File: src/design/iprt_pkg.sv
// Package for the IPv4 longest-prefix-match route table.
// Holds beat and entry types, operation and status codes, and mask helpers.
// No dependencies.
`timescale 1ns / 1ps
package iprt_pkg;

    localparam int ADDR_W = 32;
    localparam int LEN_W  = 6;
    localparam int PORT_W = 16;

    // Operation codes carried in the op field
    typedef enum logic [1:0] {
        OP_INSERT = 2'd0,
        OP_LOOKUP = 2'd1,
        OP_DELETE = 2'd2
    } t_op;

    // Result status codes
    typedef enum logic [1:0] {
        ST_OK   = 2'd0,
        ST_MISS = 2'd1,
        ST_FULL = 2'd2
    } t_status;

    // Controller states
    typedef enum logic [2:0] {
        S_CLEAR,
        S_IDLE,
        S_SCAN,
        S_WRITE,
        S_DONE
    } t_state;

    // Input beat
    typedef struct packed {
        logic [1:0]        op;
        logic [ADDR_W-1:0] address;
        logic [LEN_W-1:0]  prefix_len;
        logic [PORT_W-1:0] if_index;
        logic [ADDR_W-1:0] next_hop;
    } t_in_item;

    // Output beat
    typedef struct packed {
        logic [1:0]        status;
        logic              hit;
        logic [ADDR_W-1:0] route_next_hop;
        logic [PORT_W-1:0] route_if_index;
        logic [LEN_W-1:0]  route_len;
    } t_out_item;

    // One table slot as held in memory
    typedef struct packed {
        logic              valid;
        logic [ADDR_W-1:0] prefix;
        logic [LEN_W-1:0]  len;
        logic [ADDR_W-1:0] hop;
        logic [PORT_W-1:0] port;
    } t_entry;

    // Controller to datapath commands
    typedef struct packed {
        logic load;    // latch the accepted input beat
        logic rd;      // read the slot at the scan address
        logic clr;     // zero the slot at the scan address
        logic commit;  // write the chosen slot for an insert
        logic finish;  // load the result register
    } t_cmd;

    // Datapath to controller status
    typedef struct packed {
        logic is_insert;  // latched operation is an insert
        logic out_free;   // result register can take a new beat
    } t_sts;

    // Big-endian prefix mask; length 0 gives no bits, 32 and above all bits
    function automatic logic [ADDR_W-1:0] len_mask(input logic [LEN_W-1:0] len);
        logic [ADDR_W-1:0] m;
        m = '0;
        if (len == '0) begin
            m = '0;
        end else if (len >= LEN_W'(ADDR_W)) begin
            m = '1;
        end else begin
            m = {ADDR_W{1'b1}} << (LEN_W'(ADDR_W) - len);
        end
        return m;
    endfunction

    // Clamp a prefix length to the address width
    function automatic logic [LEN_W-1:0] sat_len(input logic [LEN_W-1:0] len);
        return (len > LEN_W'(ADDR_W)) ? LEN_W'(ADDR_W) : len;
    endfunction

endpackage

File: src/design/iprt_ram.sv
// Generic single-write, single-read RAM with registered read data.
// No dependencies.
`timescale 1ns / 1ps
module iprt_ram #(
    parameter int WIDTH = 8,
    parameter int DEPTH = 16,
    parameter int AW    = (DEPTH > 1) ? $clog2(DEPTH) : 1
) (
    input  logic             i_clk,
    input  logic             i_we,
    input  logic [AW-1:0]    i_waddr,
    input  logic [WIDTH-1:0] i_wdata,
    input  logic             i_re,
    input  logic [AW-1:0]    i_raddr,
    output logic [WIDTH-1:0] o_rdata
);

    logic [WIDTH-1:0] r_mem [DEPTH];
    logic [WIDTH-1:0] r_rdata;

    // Write port
    always_ff @(posedge i_clk) begin
        if (i_we) begin
            r_mem[i_waddr] <= i_wdata;
        end
    end

    // Registered read port
    always_ff @(posedge i_clk) begin
        if (i_re) begin
            r_rdata <= r_mem[i_raddr];
        end
    end

    assign o_rdata = r_rdata;

endmodule

File: src/design/iprt_ctrl.sv
// Controller for the route table: clearing pass, slot scan, insert write, result.
// Depends on iprt_pkg.
`timescale 1ns / 1ps
module iprt_ctrl #(
    parameter int TABLE_DEPTH = 16,
    parameter int AW          = (TABLE_DEPTH > 1) ? $clog2(TABLE_DEPTH) : 1
) (
    input  logic           i_clk,
    input  logic           i_rst_n,
    input  logic           i_in_valid,
    output logic           o_in_stall,
    input  iprt_pkg::t_sts i_sts,
    output iprt_pkg::t_cmd o_cmd,
    output logic [AW-1:0]  o_addr
);
    import iprt_pkg::*;

    localparam int SW = $clog2(TABLE_DEPTH + 1);

    t_state        r_state, n_state;
    logic [SW-1:0] r_step,  n_step;

    // State and step counter
    always_ff @(posedge i_clk) begin
        if (!i_rst_n) begin
            r_state <= S_CLEAR;
            r_step  <= '0;
        end else begin
            r_state <= n_state;
            r_step  <= n_step;
        end
    end

    assign o_addr = r_step[AW-1:0];

    // Next state and commands
    always_comb begin
        n_state    = r_state;
        n_step     = r_step;
        o_cmd      = '0;
        o_in_stall = 1'b1;
        case (r_state)
            S_CLEAR: begin
                o_cmd.clr = 1'b1;
                n_step    = r_step + SW'(1);
                if (r_step == SW'(TABLE_DEPTH - 1)) begin
                    n_state = S_IDLE;
                    n_step  = '0;
                end
            end
            S_IDLE: begin
                o_in_stall = 1'b0;
                if (i_in_valid) begin
                    o_cmd.load = 1'b1;
                    n_step     = '0;
                    n_state    = S_SCAN;
                end
            end
            S_SCAN: begin
                // reads go out at steps 0..depth-1, last data is judged at step depth
                if (r_step == SW'(TABLE_DEPTH)) begin
                    n_step  = '0;
                    n_state = i_sts.is_insert ? S_WRITE : S_DONE;
                end else begin
                    o_cmd.rd = 1'b1;
                    n_step   = r_step + SW'(1);
                end
            end
            S_WRITE: begin
                o_cmd.commit = 1'b1;
                n_state      = S_DONE;
            end
            S_DONE: begin
                if (i_sts.out_free) begin
                    o_cmd.finish = 1'b1;
                    n_state      = S_IDLE;
                end
            end
            default: begin
                n_state = S_IDLE;
                n_step  = '0;
            end
        endcase
    end

endmodule

File: src/design/iprt_dp.sv
// Datapath for the route table: slot memory, per-slot compare, best match, result.
// Depends on iprt_pkg and iprt_ram.
`timescale 1ns / 1ps
module iprt_dp #(
    parameter int TABLE_DEPTH = 16,
    parameter int AW          = (TABLE_DEPTH > 1) ? $clog2(TABLE_DEPTH) : 1
) (
    input  logic                i_clk,
    input  logic                i_rst_n,
    input  iprt_pkg::t_cmd      i_cmd,
    input  logic [AW-1:0]       i_addr,
    input  iprt_pkg::t_in_item  i_in_data,
    output iprt_pkg::t_sts      o_sts,
    output logic                o_out_valid,
    input  logic                i_out_stall,
    output iprt_pkg::t_out_item o_out_data
);
    import iprt_pkg::*;

    // Latched operation
    logic [1:0]        r_op;
    logic [ADDR_W-1:0] r_addr;
    logic [ADDR_W-1:0] r_pfx;
    logic [LEN_W-1:0]  r_len;
    logic [PORT_W-1:0] r_port;
    logic [ADDR_W-1:0] r_hop;

    // Scan bookkeeping
    logic              r_q_vld;
    logic [AW-1:0]     r_q_idx;
    logic              r_found;
    logic [AW-1:0]     r_found_idx;
    logic              r_free;
    logic [AW-1:0]     r_free_idx;
    logic              r_any;
    logic              r_best;
    logic [ADDR_W-1:0] r_best_hop;
    logic [PORT_W-1:0] r_best_port;
    logic [LEN_W-1:0]  r_best_len;

    logic              r_out_valid;
    t_out_item         r_out, n_out;

    t_entry            q;
    logic [$bits(t_entry)-1:0] ram_rdata;
    logic              ram_we;
    logic [AW-1:0]     ram_waddr;
    t_entry            ram_wdata;
    logic              exact;
    logic              covers;
    logic              del_hit;
    logic              slot_ok;
    logic [LEN_W-1:0]  in_len;

    iprt_ram #(
        .WIDTH ($bits(t_entry)),
        .DEPTH (TABLE_DEPTH),
        .AW    (AW)
    ) u_ram (
        .i_clk   (i_clk),
        .i_we    (ram_we),
        .i_waddr (ram_waddr),
        .i_wdata (ram_wdata),
        .i_re    (i_cmd.rd),
        .i_raddr (i_addr),
        .o_rdata (ram_rdata)
    );

    assign q      = t_entry'(ram_rdata);
    assign in_len = sat_len(i_in_data.prefix_len);

    // Slot compares on the beat read back from memory
    assign exact   = q.valid && (q.prefix == r_pfx) && (q.len == r_len);
    assign covers  = q.valid && ((r_addr & len_mask(q.len)) == q.prefix);
    assign del_hit = r_q_vld && (r_op == OP_DELETE) && exact;
    assign slot_ok = r_found || r_free;

    // Memory write: clearing pass, delete of a matching slot, or insert commit
    always_comb begin
        ram_we    = 1'b0;
        ram_waddr = r_q_idx;
        ram_wdata = '0;
        if (i_cmd.clr) begin
            ram_we    = 1'b1;
            ram_waddr = i_addr;
        end else if (i_cmd.commit) begin
            ram_we    = slot_ok;
            ram_waddr = r_found ? r_found_idx : r_free_idx;
            ram_wdata = '{valid: 1'b1, prefix: r_pfx, len: r_len, hop: r_hop, port: r_port};
        end else if (del_hit) begin
            ram_we = 1'b1;
        end
    end

    // Read pipeline tag
    always_ff @(posedge i_clk) begin
        if (!i_rst_n) begin
            r_q_vld <= 1'b0;
        end else begin
            r_q_vld <= i_cmd.rd;
        end
        r_q_idx <= i_addr;
    end

    // Latch the beat and run the scan
    always_ff @(posedge i_clk) begin
        if (i_cmd.load) begin
            r_op    <= i_in_data.op;
            r_addr  <= i_in_data.address;
            r_len   <= in_len;
            r_pfx   <= i_in_data.address & len_mask(in_len);
            r_port  <= i_in_data.if_index;
            r_hop   <= i_in_data.next_hop;
            r_found <= 1'b0;
            r_free  <= 1'b0;
            r_any   <= 1'b0;
            r_best  <= 1'b0;
        end else if (r_q_vld) begin
            // insert: first exact slot, else first free slot
            if (r_op == OP_INSERT) begin
                if (exact && !r_found) begin
                    r_found     <= 1'b1;
                    r_found_idx <= r_q_idx;
                end
                if (!q.valid && !r_free) begin
                    r_free     <= 1'b1;
                    r_free_idx <= r_q_idx;
                end
            end
            // lookup: strictly longer wins, so the lowest index keeps ties
            if ((r_op == OP_LOOKUP) && covers && (!r_best || (q.len > r_best_len))) begin
                r_best      <= 1'b1;
                r_best_hop  <= q.hop;
                r_best_port <= q.port;
                r_best_len  <= q.len;
            end
            if (del_hit) begin
                r_any <= 1'b1;
            end
        end
    end

    // Result register
    always_ff @(posedge i_clk) begin
        if (!i_rst_n) begin
            r_out_valid <= 1'b0;
        end else if (i_cmd.finish) begin
            r_out_valid <= 1'b1;
        end else if (!i_out_stall) begin
            r_out_valid <= 1'b0;
        end
    end

    // Result beat for the finished operation
    always_comb begin
        n_out = '{status: ST_MISS, hit: 1'b0, route_next_hop: '0,
                  route_if_index: '0, route_len: '0};
        case (r_op)
            OP_INSERT: begin
                n_out.status = slot_ok ? ST_OK : ST_FULL;
            end
            OP_LOOKUP: begin
                if (r_best) begin
                    n_out = '{status: ST_OK, hit: 1'b1, route_next_hop: r_best_hop,
                              route_if_index: r_best_port, route_len: r_best_len};
                end
            end
            OP_DELETE: begin
                n_out.status = r_any ? ST_OK : ST_MISS;
            end
            default: begin
                n_out.status = ST_MISS;
            end
        endcase
    end

    always_ff @(posedge i_clk) begin
        if (i_cmd.finish) begin
            r_out <= n_out;
        end
    end

    assign o_out_valid     = r_out_valid;
    assign o_out_data      = r_out;
    assign o_sts.is_insert = (r_op == OP_INSERT);
    assign o_sts.out_free  = !r_out_valid || !i_out_stall;

endmodule

File: src/design/ipv4_route_table_lpm.sv
// IPv4 longest-prefix-match route table, top level.
// Each operation is latched, scanned over every slot, written for an insert, then
// loaded into the result register; a new one is taken only after that, and the scan
// reads one slot per cycle through the single read port of the slot memory.
// Reset: synchronous; a clearing pass over every slot follows, input stalled.
// Depends on iprt_pkg, iprt_ctrl, iprt_dp.
`timescale 1ns / 1ps
module ipv4_route_table_lpm #(
    parameter int TABLE_DEPTH = 16
) (
    input  logic                i_clk,
    input  logic                i_rst_n,
    input  logic                i_in_valid,
    output logic                o_in_stall,
    input  iprt_pkg::t_in_item  i_in_data,
    output logic                o_out_valid,
    input  logic                i_out_stall,
    output iprt_pkg::t_out_item o_out_data
);
    import iprt_pkg::*;

    localparam int AW = (TABLE_DEPTH > 1) ? $clog2(TABLE_DEPTH) : 1;

    t_cmd          cmd;
    t_sts          sts;
    logic [AW-1:0] scan_addr;

    iprt_ctrl #(
        .TABLE_DEPTH (TABLE_DEPTH),
        .AW          (AW)
    ) u_ctrl (
        .i_clk      (i_clk),
        .i_rst_n    (i_rst_n),
        .i_in_valid (i_in_valid),
        .o_in_stall (o_in_stall),
        .i_sts      (sts),
        .o_cmd      (cmd),
        .o_addr     (scan_addr)
    );

    iprt_dp #(
        .TABLE_DEPTH (TABLE_DEPTH),
        .AW          (AW)
    ) u_dp (
        .i_clk       (i_clk),
        .i_rst_n     (i_rst_n),
        .i_cmd       (cmd),
        .i_addr      (scan_addr),
        .i_in_data   (i_in_data),
        .o_sts       (sts),
        .o_out_valid (o_out_valid),
        .i_out_stall (i_out_stall),
        .o_out_data  (o_out_data)
    );

endmodule
File: config.mk
export PLATFORM = sky130hd
export DESIGN_NAME = ipv4_route_table_lpm
export DESIGN_NICKNAME = d
export VERILOG_FILES = /design/src/design/iprt_pkg.sv /design/src/design/iprt_ram.sv /design/src/design/iprt_ctrl.sv /design/src/design/iprt_dp.sv /design/src/design/ipv4_route_table_lpm.sv
export SDC_FILE = /design/constraint.sdc
export NUM_CORES = 2
export LEC_CHECK = 0
export BUFFER_PORTS_ARGS = -buffer_cell sky130_fd_sc_hd__buf_2
export CAP_MARGIN = 15
export CORE_ASPECT_RATIO = 1.2
export CORE_MARGIN = 10
export CORE_UTILIZATION = 25
export CTS_BUF_LIST = sky130_fd_sc_hd__clkbuf_2
export CTS_CLUSTER_DIAMETER = 80
export DETAILED_ROUTE_END_ITERATION = 6
export PLACE_DENSITY_LB_ADDON = 0.1
export SETUP_SLACK_MARGIN = 0.4
export SLEW_MARGIN = 20
export SYNTH_ARGS = -nofsm -noshare
export SYNTH_HDL_FRONTEND = slang
export SYNTH_SLANG_ARGS = --single-unit
File: constraint.sdc
create_clock -name i_clk -period 17.7 [get_ports i_clk]
set_clock_uncertainty 0.15 [all_clocks]
set_input_delay 1.77 -clock i_clk [delete_from_list [all_inputs] [get_ports i_clk]]
set_output_delay 1.77 -clock i_clk [all_outputs]
set_load 0.02 [all_outputs]
==> results_dict.tcl <==
set metrics [dict create \
    status "complete, no violations" \
    combinational_family_with_the_most_area_after_synthesis "multiplexers" \
    setup.reg_to_reg.worst_slack_ns 11.90 \
    largest_buffer_count_on_any_clock_path 4 \
    postSynthCellCount 2991 \
    die-area_um2 288000 \
    routabilityCongestion 0.844 \
    grt_start_max_net_pins 109 \
    avgSynthCellArea_um2 22.3 \
    cts-root-buf "sky130_fd_sc_hd__clkbuf_2" \
    synth_edf_count 1718 \
    power.switching_fraction_pct 33.7 \
    clock_sinks 1736 \
    critPathMaxStageDelay_ns 0.60 \
    clkTransAtPathRegs_ns 0.09 \
    power_frac_seq_pct 49.5 \
    cts_inserted_buffers 464 \
    cell_internal_pwr_uw 7890 \
    worstPathRequired_ns 18.74 \
    reg2reg_depth 11 \
    hpwlAfterDp_um 110000 \
    layout.cells.most_common_list "1718 x sky130_fd_sc_hd__edfxtp_1, 691 x sky130_fd_sc_hd__clkbuf_2, 435 x sky130_fd_sc_hd__mux4_2, 150 x sky130_fd_sc_hd__buf_2, 97 x sky130_fd_sc_hd__clkinv_1" \
    chipHeight_um 585 \
    boundaryPins 151 \
    grt_setup_unrepaired "false" \
    global_route.overflow_total 0 \
    clk_latency_ns 1.67 \
    areaGrowthSynthToFinish_pct 15.6 \
    detail-route-antenna-nets 0 \
    synth_simple_gate_area_share_pct 3.49 \
    post_cts.repair.setup_buffers 0 \
    p_sw_uw 4010 \
    drt_iter0_drc 2402 \
    die_width_um 491 \
    h_tree_levels 5 \
    yosys_top_cell_by_area "sky130_fd_sc_hd__edfxtp_1" \
    max_slew.worst_pin.slew_ns 1.12 \
    grt_usage_pct 14.2 \
    cp_max_delay_cell "sky130_fd_sc_hd__edfxtp_1" \
    post_route_cells_drive_above_1_share_pct 36.2 \
    first_global_vias 36900 \
    finalHoldViolCount 0 \
    post_cts_sizing 0 \
    critical_path.cell_chain "inv_1 > ha_1 > nor3b_2 > mux2i_4 > nand3_2 > a311o_1 > or4_1 > or4_4 > nor2_4 > buf_4 > buf_4" \
    p_leak_uw 0.0259 \
    synth_cell_type_count 82 \
    share_comb_of_total_power_pct 27.1 \
    clock_tree_from_tritoncts "yes" \
    syn-num-nets 3101 \
    worst_ir_drop_vdd_mv 0.200 \
    report.final.setup_viol 0 \
    layout_commonest_cell "sky130_fd_sc_hd__edfxtp_1" \
    clock.fmax_mhz 173 \
    grt_antenna_before_repair 21 \
    min_path_cells 0 \
    buffer_ports.inserted 150 \
    synth.yosys.warnings 0 \
    timing_worst_setup_path_type "reg2reg" \
    core_area_um2 265000 \
    post_synth_mux_area_share_pct 14.8 \
    post-route-drc-count 0 \
    avgRoutedWirePerCell_um 27.7 \
    max-slew-margin-rel_pct 25.5 \
    post_synth_main_area_contributors "sky130_fd_sc_hd__edfxtp_1 77%, sky130_fd_sc_hd__mux4_2 15%, sky130_fd_sc_hd__and3_1 0.84%" \
    dp_slack_ns 11.98 \
    core.rowCount 207 \
    post-route-worst-setup-slack_ns 11.90 \
    seq_cells_post_synth 1736 \
    minimum_clock_period_ns 5.80 \
    drt-vias-per-instance 4.49 \
    worst_hold_slack_ns 0.232 \
    maxCapViolations 0 \
    area_fraction_in_compound_gates_after_synthesis_pct 1.66 \
    timing.critical_path.arrival_ns 6.83 \
    syn-cell-area_um2 66600 \
    synth_top_area_share_pct 77.4 \
    clockPowerShare_pct 23.4 \
    synthFlopType "sky130_fd_sc_hd__edfxtp_1" \
    yosysSeqAreaShare_pct 78.0 \
    synthArstFlopShare_pct 0 \
    power.density_nw_per_um2 154 \
    synth_fa_ha_area_share_pct 0.338 \
    final_max_slew_viol_count 0 \
    dr_total_vias 33800 \
    post_synth_xor_area_fraction_pct 0.620 \
    hold_buffers 80 \
    setup_tns_ns 0 \
    critPathCaptureType "register" \
    grt_first_pass_wirelength_um 292000 \
    worst-path-max-fanout 30 \
    drt-total-wl_um 208000 \
    pre_repair_dr_iteration_count 5 \
    design.final.nets 3736 \
    timing.final.crit_share_pct 32.7 \
    critical_path_most_common_cell "sky130_fd_sc_hd__buf_4" \
    startpoint_type "register" \
    worstHoldPathType "reg2reg" \
    floorplan.initialDensity_pct 25.1 \
]
## logic make-up (layout without fill, tap and decap cells)
logic type               Yosys count  count (layout)
AND/OR/NAND/NOR                  406             406
buffers and inverters            186            1169
XOR/XNOR                          45              45
flip-flops                      1736            1736
adder cells (fa/ha/maj)           18              18
AO/OA/AOI/OAI                    159             159
other                              0               6
multiplexers                     441             441
## worst max-delay path, delay by kind of cell, from the launching register on
family          cells  cell delay, ns
compound gates      1            0.36
fa+ha+maj           1            0.59
simple gates        5            1.73
mux                 1            0.44
buf+inv             3            1.36
flops               1            0.60
## per-stage QoR
step | instance area [um2] | total power, uW | instances | util (%)
floorplan | 66600 | 7980 | 2991 | -
global placement | 72200 | 9390 | 6633 | 27.2
detailed placement | 72200 | 9370 | 6633 | 27.2
CTS | 77000 | 12300 | 7527 | 29.0
global route | 77000 | 12600 | 7528 | 29.0
finish | 77000 | 11900 | 7533 | 29.0
## metal layers
metal / vias to the layer above / part of all wire (%) / track usage, %
li1: 14200 / - / -
met1: 18200 / 45 / 19.0
met2: 1085 / 49 / 23.5
met3: 352 / 4.6 / 2.60
met4: 12 / 2.1 / 3.84
met5: - / 0.037 / 0
## final cells by class
| type | count | area [um2] |
|---|---|---|
| antenna | 6 | 15.0 |
| clock buffer | 691 | 3460 |
| clock inverter | 123 | 601 |
| fill | 26400 | 188000 |
| inverter | 41 | 166 |
| multi-input combinational | 1069 | 14100 |
| sequential | 1736 | 52000 |
| tap | 3553 | 4450 |
| timing repair buffer | 314 | 2310 |
## cell usage after synthesis, types with 15 or more instances
master,instances
sky130_fd_sc_hd__xor2_1,24
sky130_fd_sc_hd__o21ai_0,22
sky130_fd_sc_hd__nor3_1,31
sky130_fd_sc_hd__xnor2_1,20
sky130_fd_sc_hd__and2_1,56
sky130_fd_sc_hd__clkbuf_1,108
sky130_fd_sc_hd__and3_1,89
sky130_fd_sc_hd__ha_1,18
sky130_fd_sc_hd__inv_1,39
sky130_fd_sc_hd__nand4_1,15
sky130_fd_sc_hd__nor2_1,44
sky130_fd_sc_hd__a21oi_1,42
sky130_fd_sc_hd__nor2b_1,26
sky130_fd_sc_hd__nor4_1,24
sky130_fd_sc_hd__nand2b_1,15
sky130_fd_sc_hd__buf_1,29
sky130_fd_sc_hd__dfxtp_1,18
sky130_fd_sc_hd__mux4_2,435
sky130_fd_sc_hd__nand2_1,57
sky130_fd_sc_hd__edfxtp_1,1718
## state kept, by name (all words and copies together) (netlist names), 2 cells and up
signal              count
u_dp.r_best_hop        32
u_dp.r_best_port       16
u_dp.r_op               2
u_ctrl.r_state          3
u_dp.r_port            16
u_dp.r_len              6
u_dp.r_hop             32
u_dp.u_ram.o_rdata     87
u_dp.u_ram.r_mem     1392
u_dp.r_addr            32
u_ctrl.r_step           5
u_dp.r_found_idx        4
u_dp.o_out_data        57
u_dp.r_pfx             32
u_dp.r_free_idx         4
u_dp.r_best_len         6
u_dp.r_q_idx            4
## path summary, 6_finish.rpt
path / startpoint / to
worst max-delay path: u_dp.u_ram.o_rdata[49] / u_dp.r_best_hop[0]
worst min-delay path: u_dp.u_ram.o_rdata[33] / u_dp.r_best_hop[17]
worst max register to register: u_dp.u_ram.o_rdata[49] / u_dp.r_best_hop[0]
worst min register to register: u_dp.u_ram.o_rdata[33] / u_dp.r_best_hop[17]
## power groups by stage
stage | Combinational (uW) | Sequential, uW | Clock (uW)
after global routing | 3470 | 5980 | 3160
after detailed placement | 3370 | 6000 | 0
final | 3220 | 5900 | 2780
after global placement | 3390 | 6000 | 0
after CTS | 3390 | 5910 | 2960
after floorplan | 1960 | 6020 | 0
Note: power is estimated with default switching activity, not from simulation.
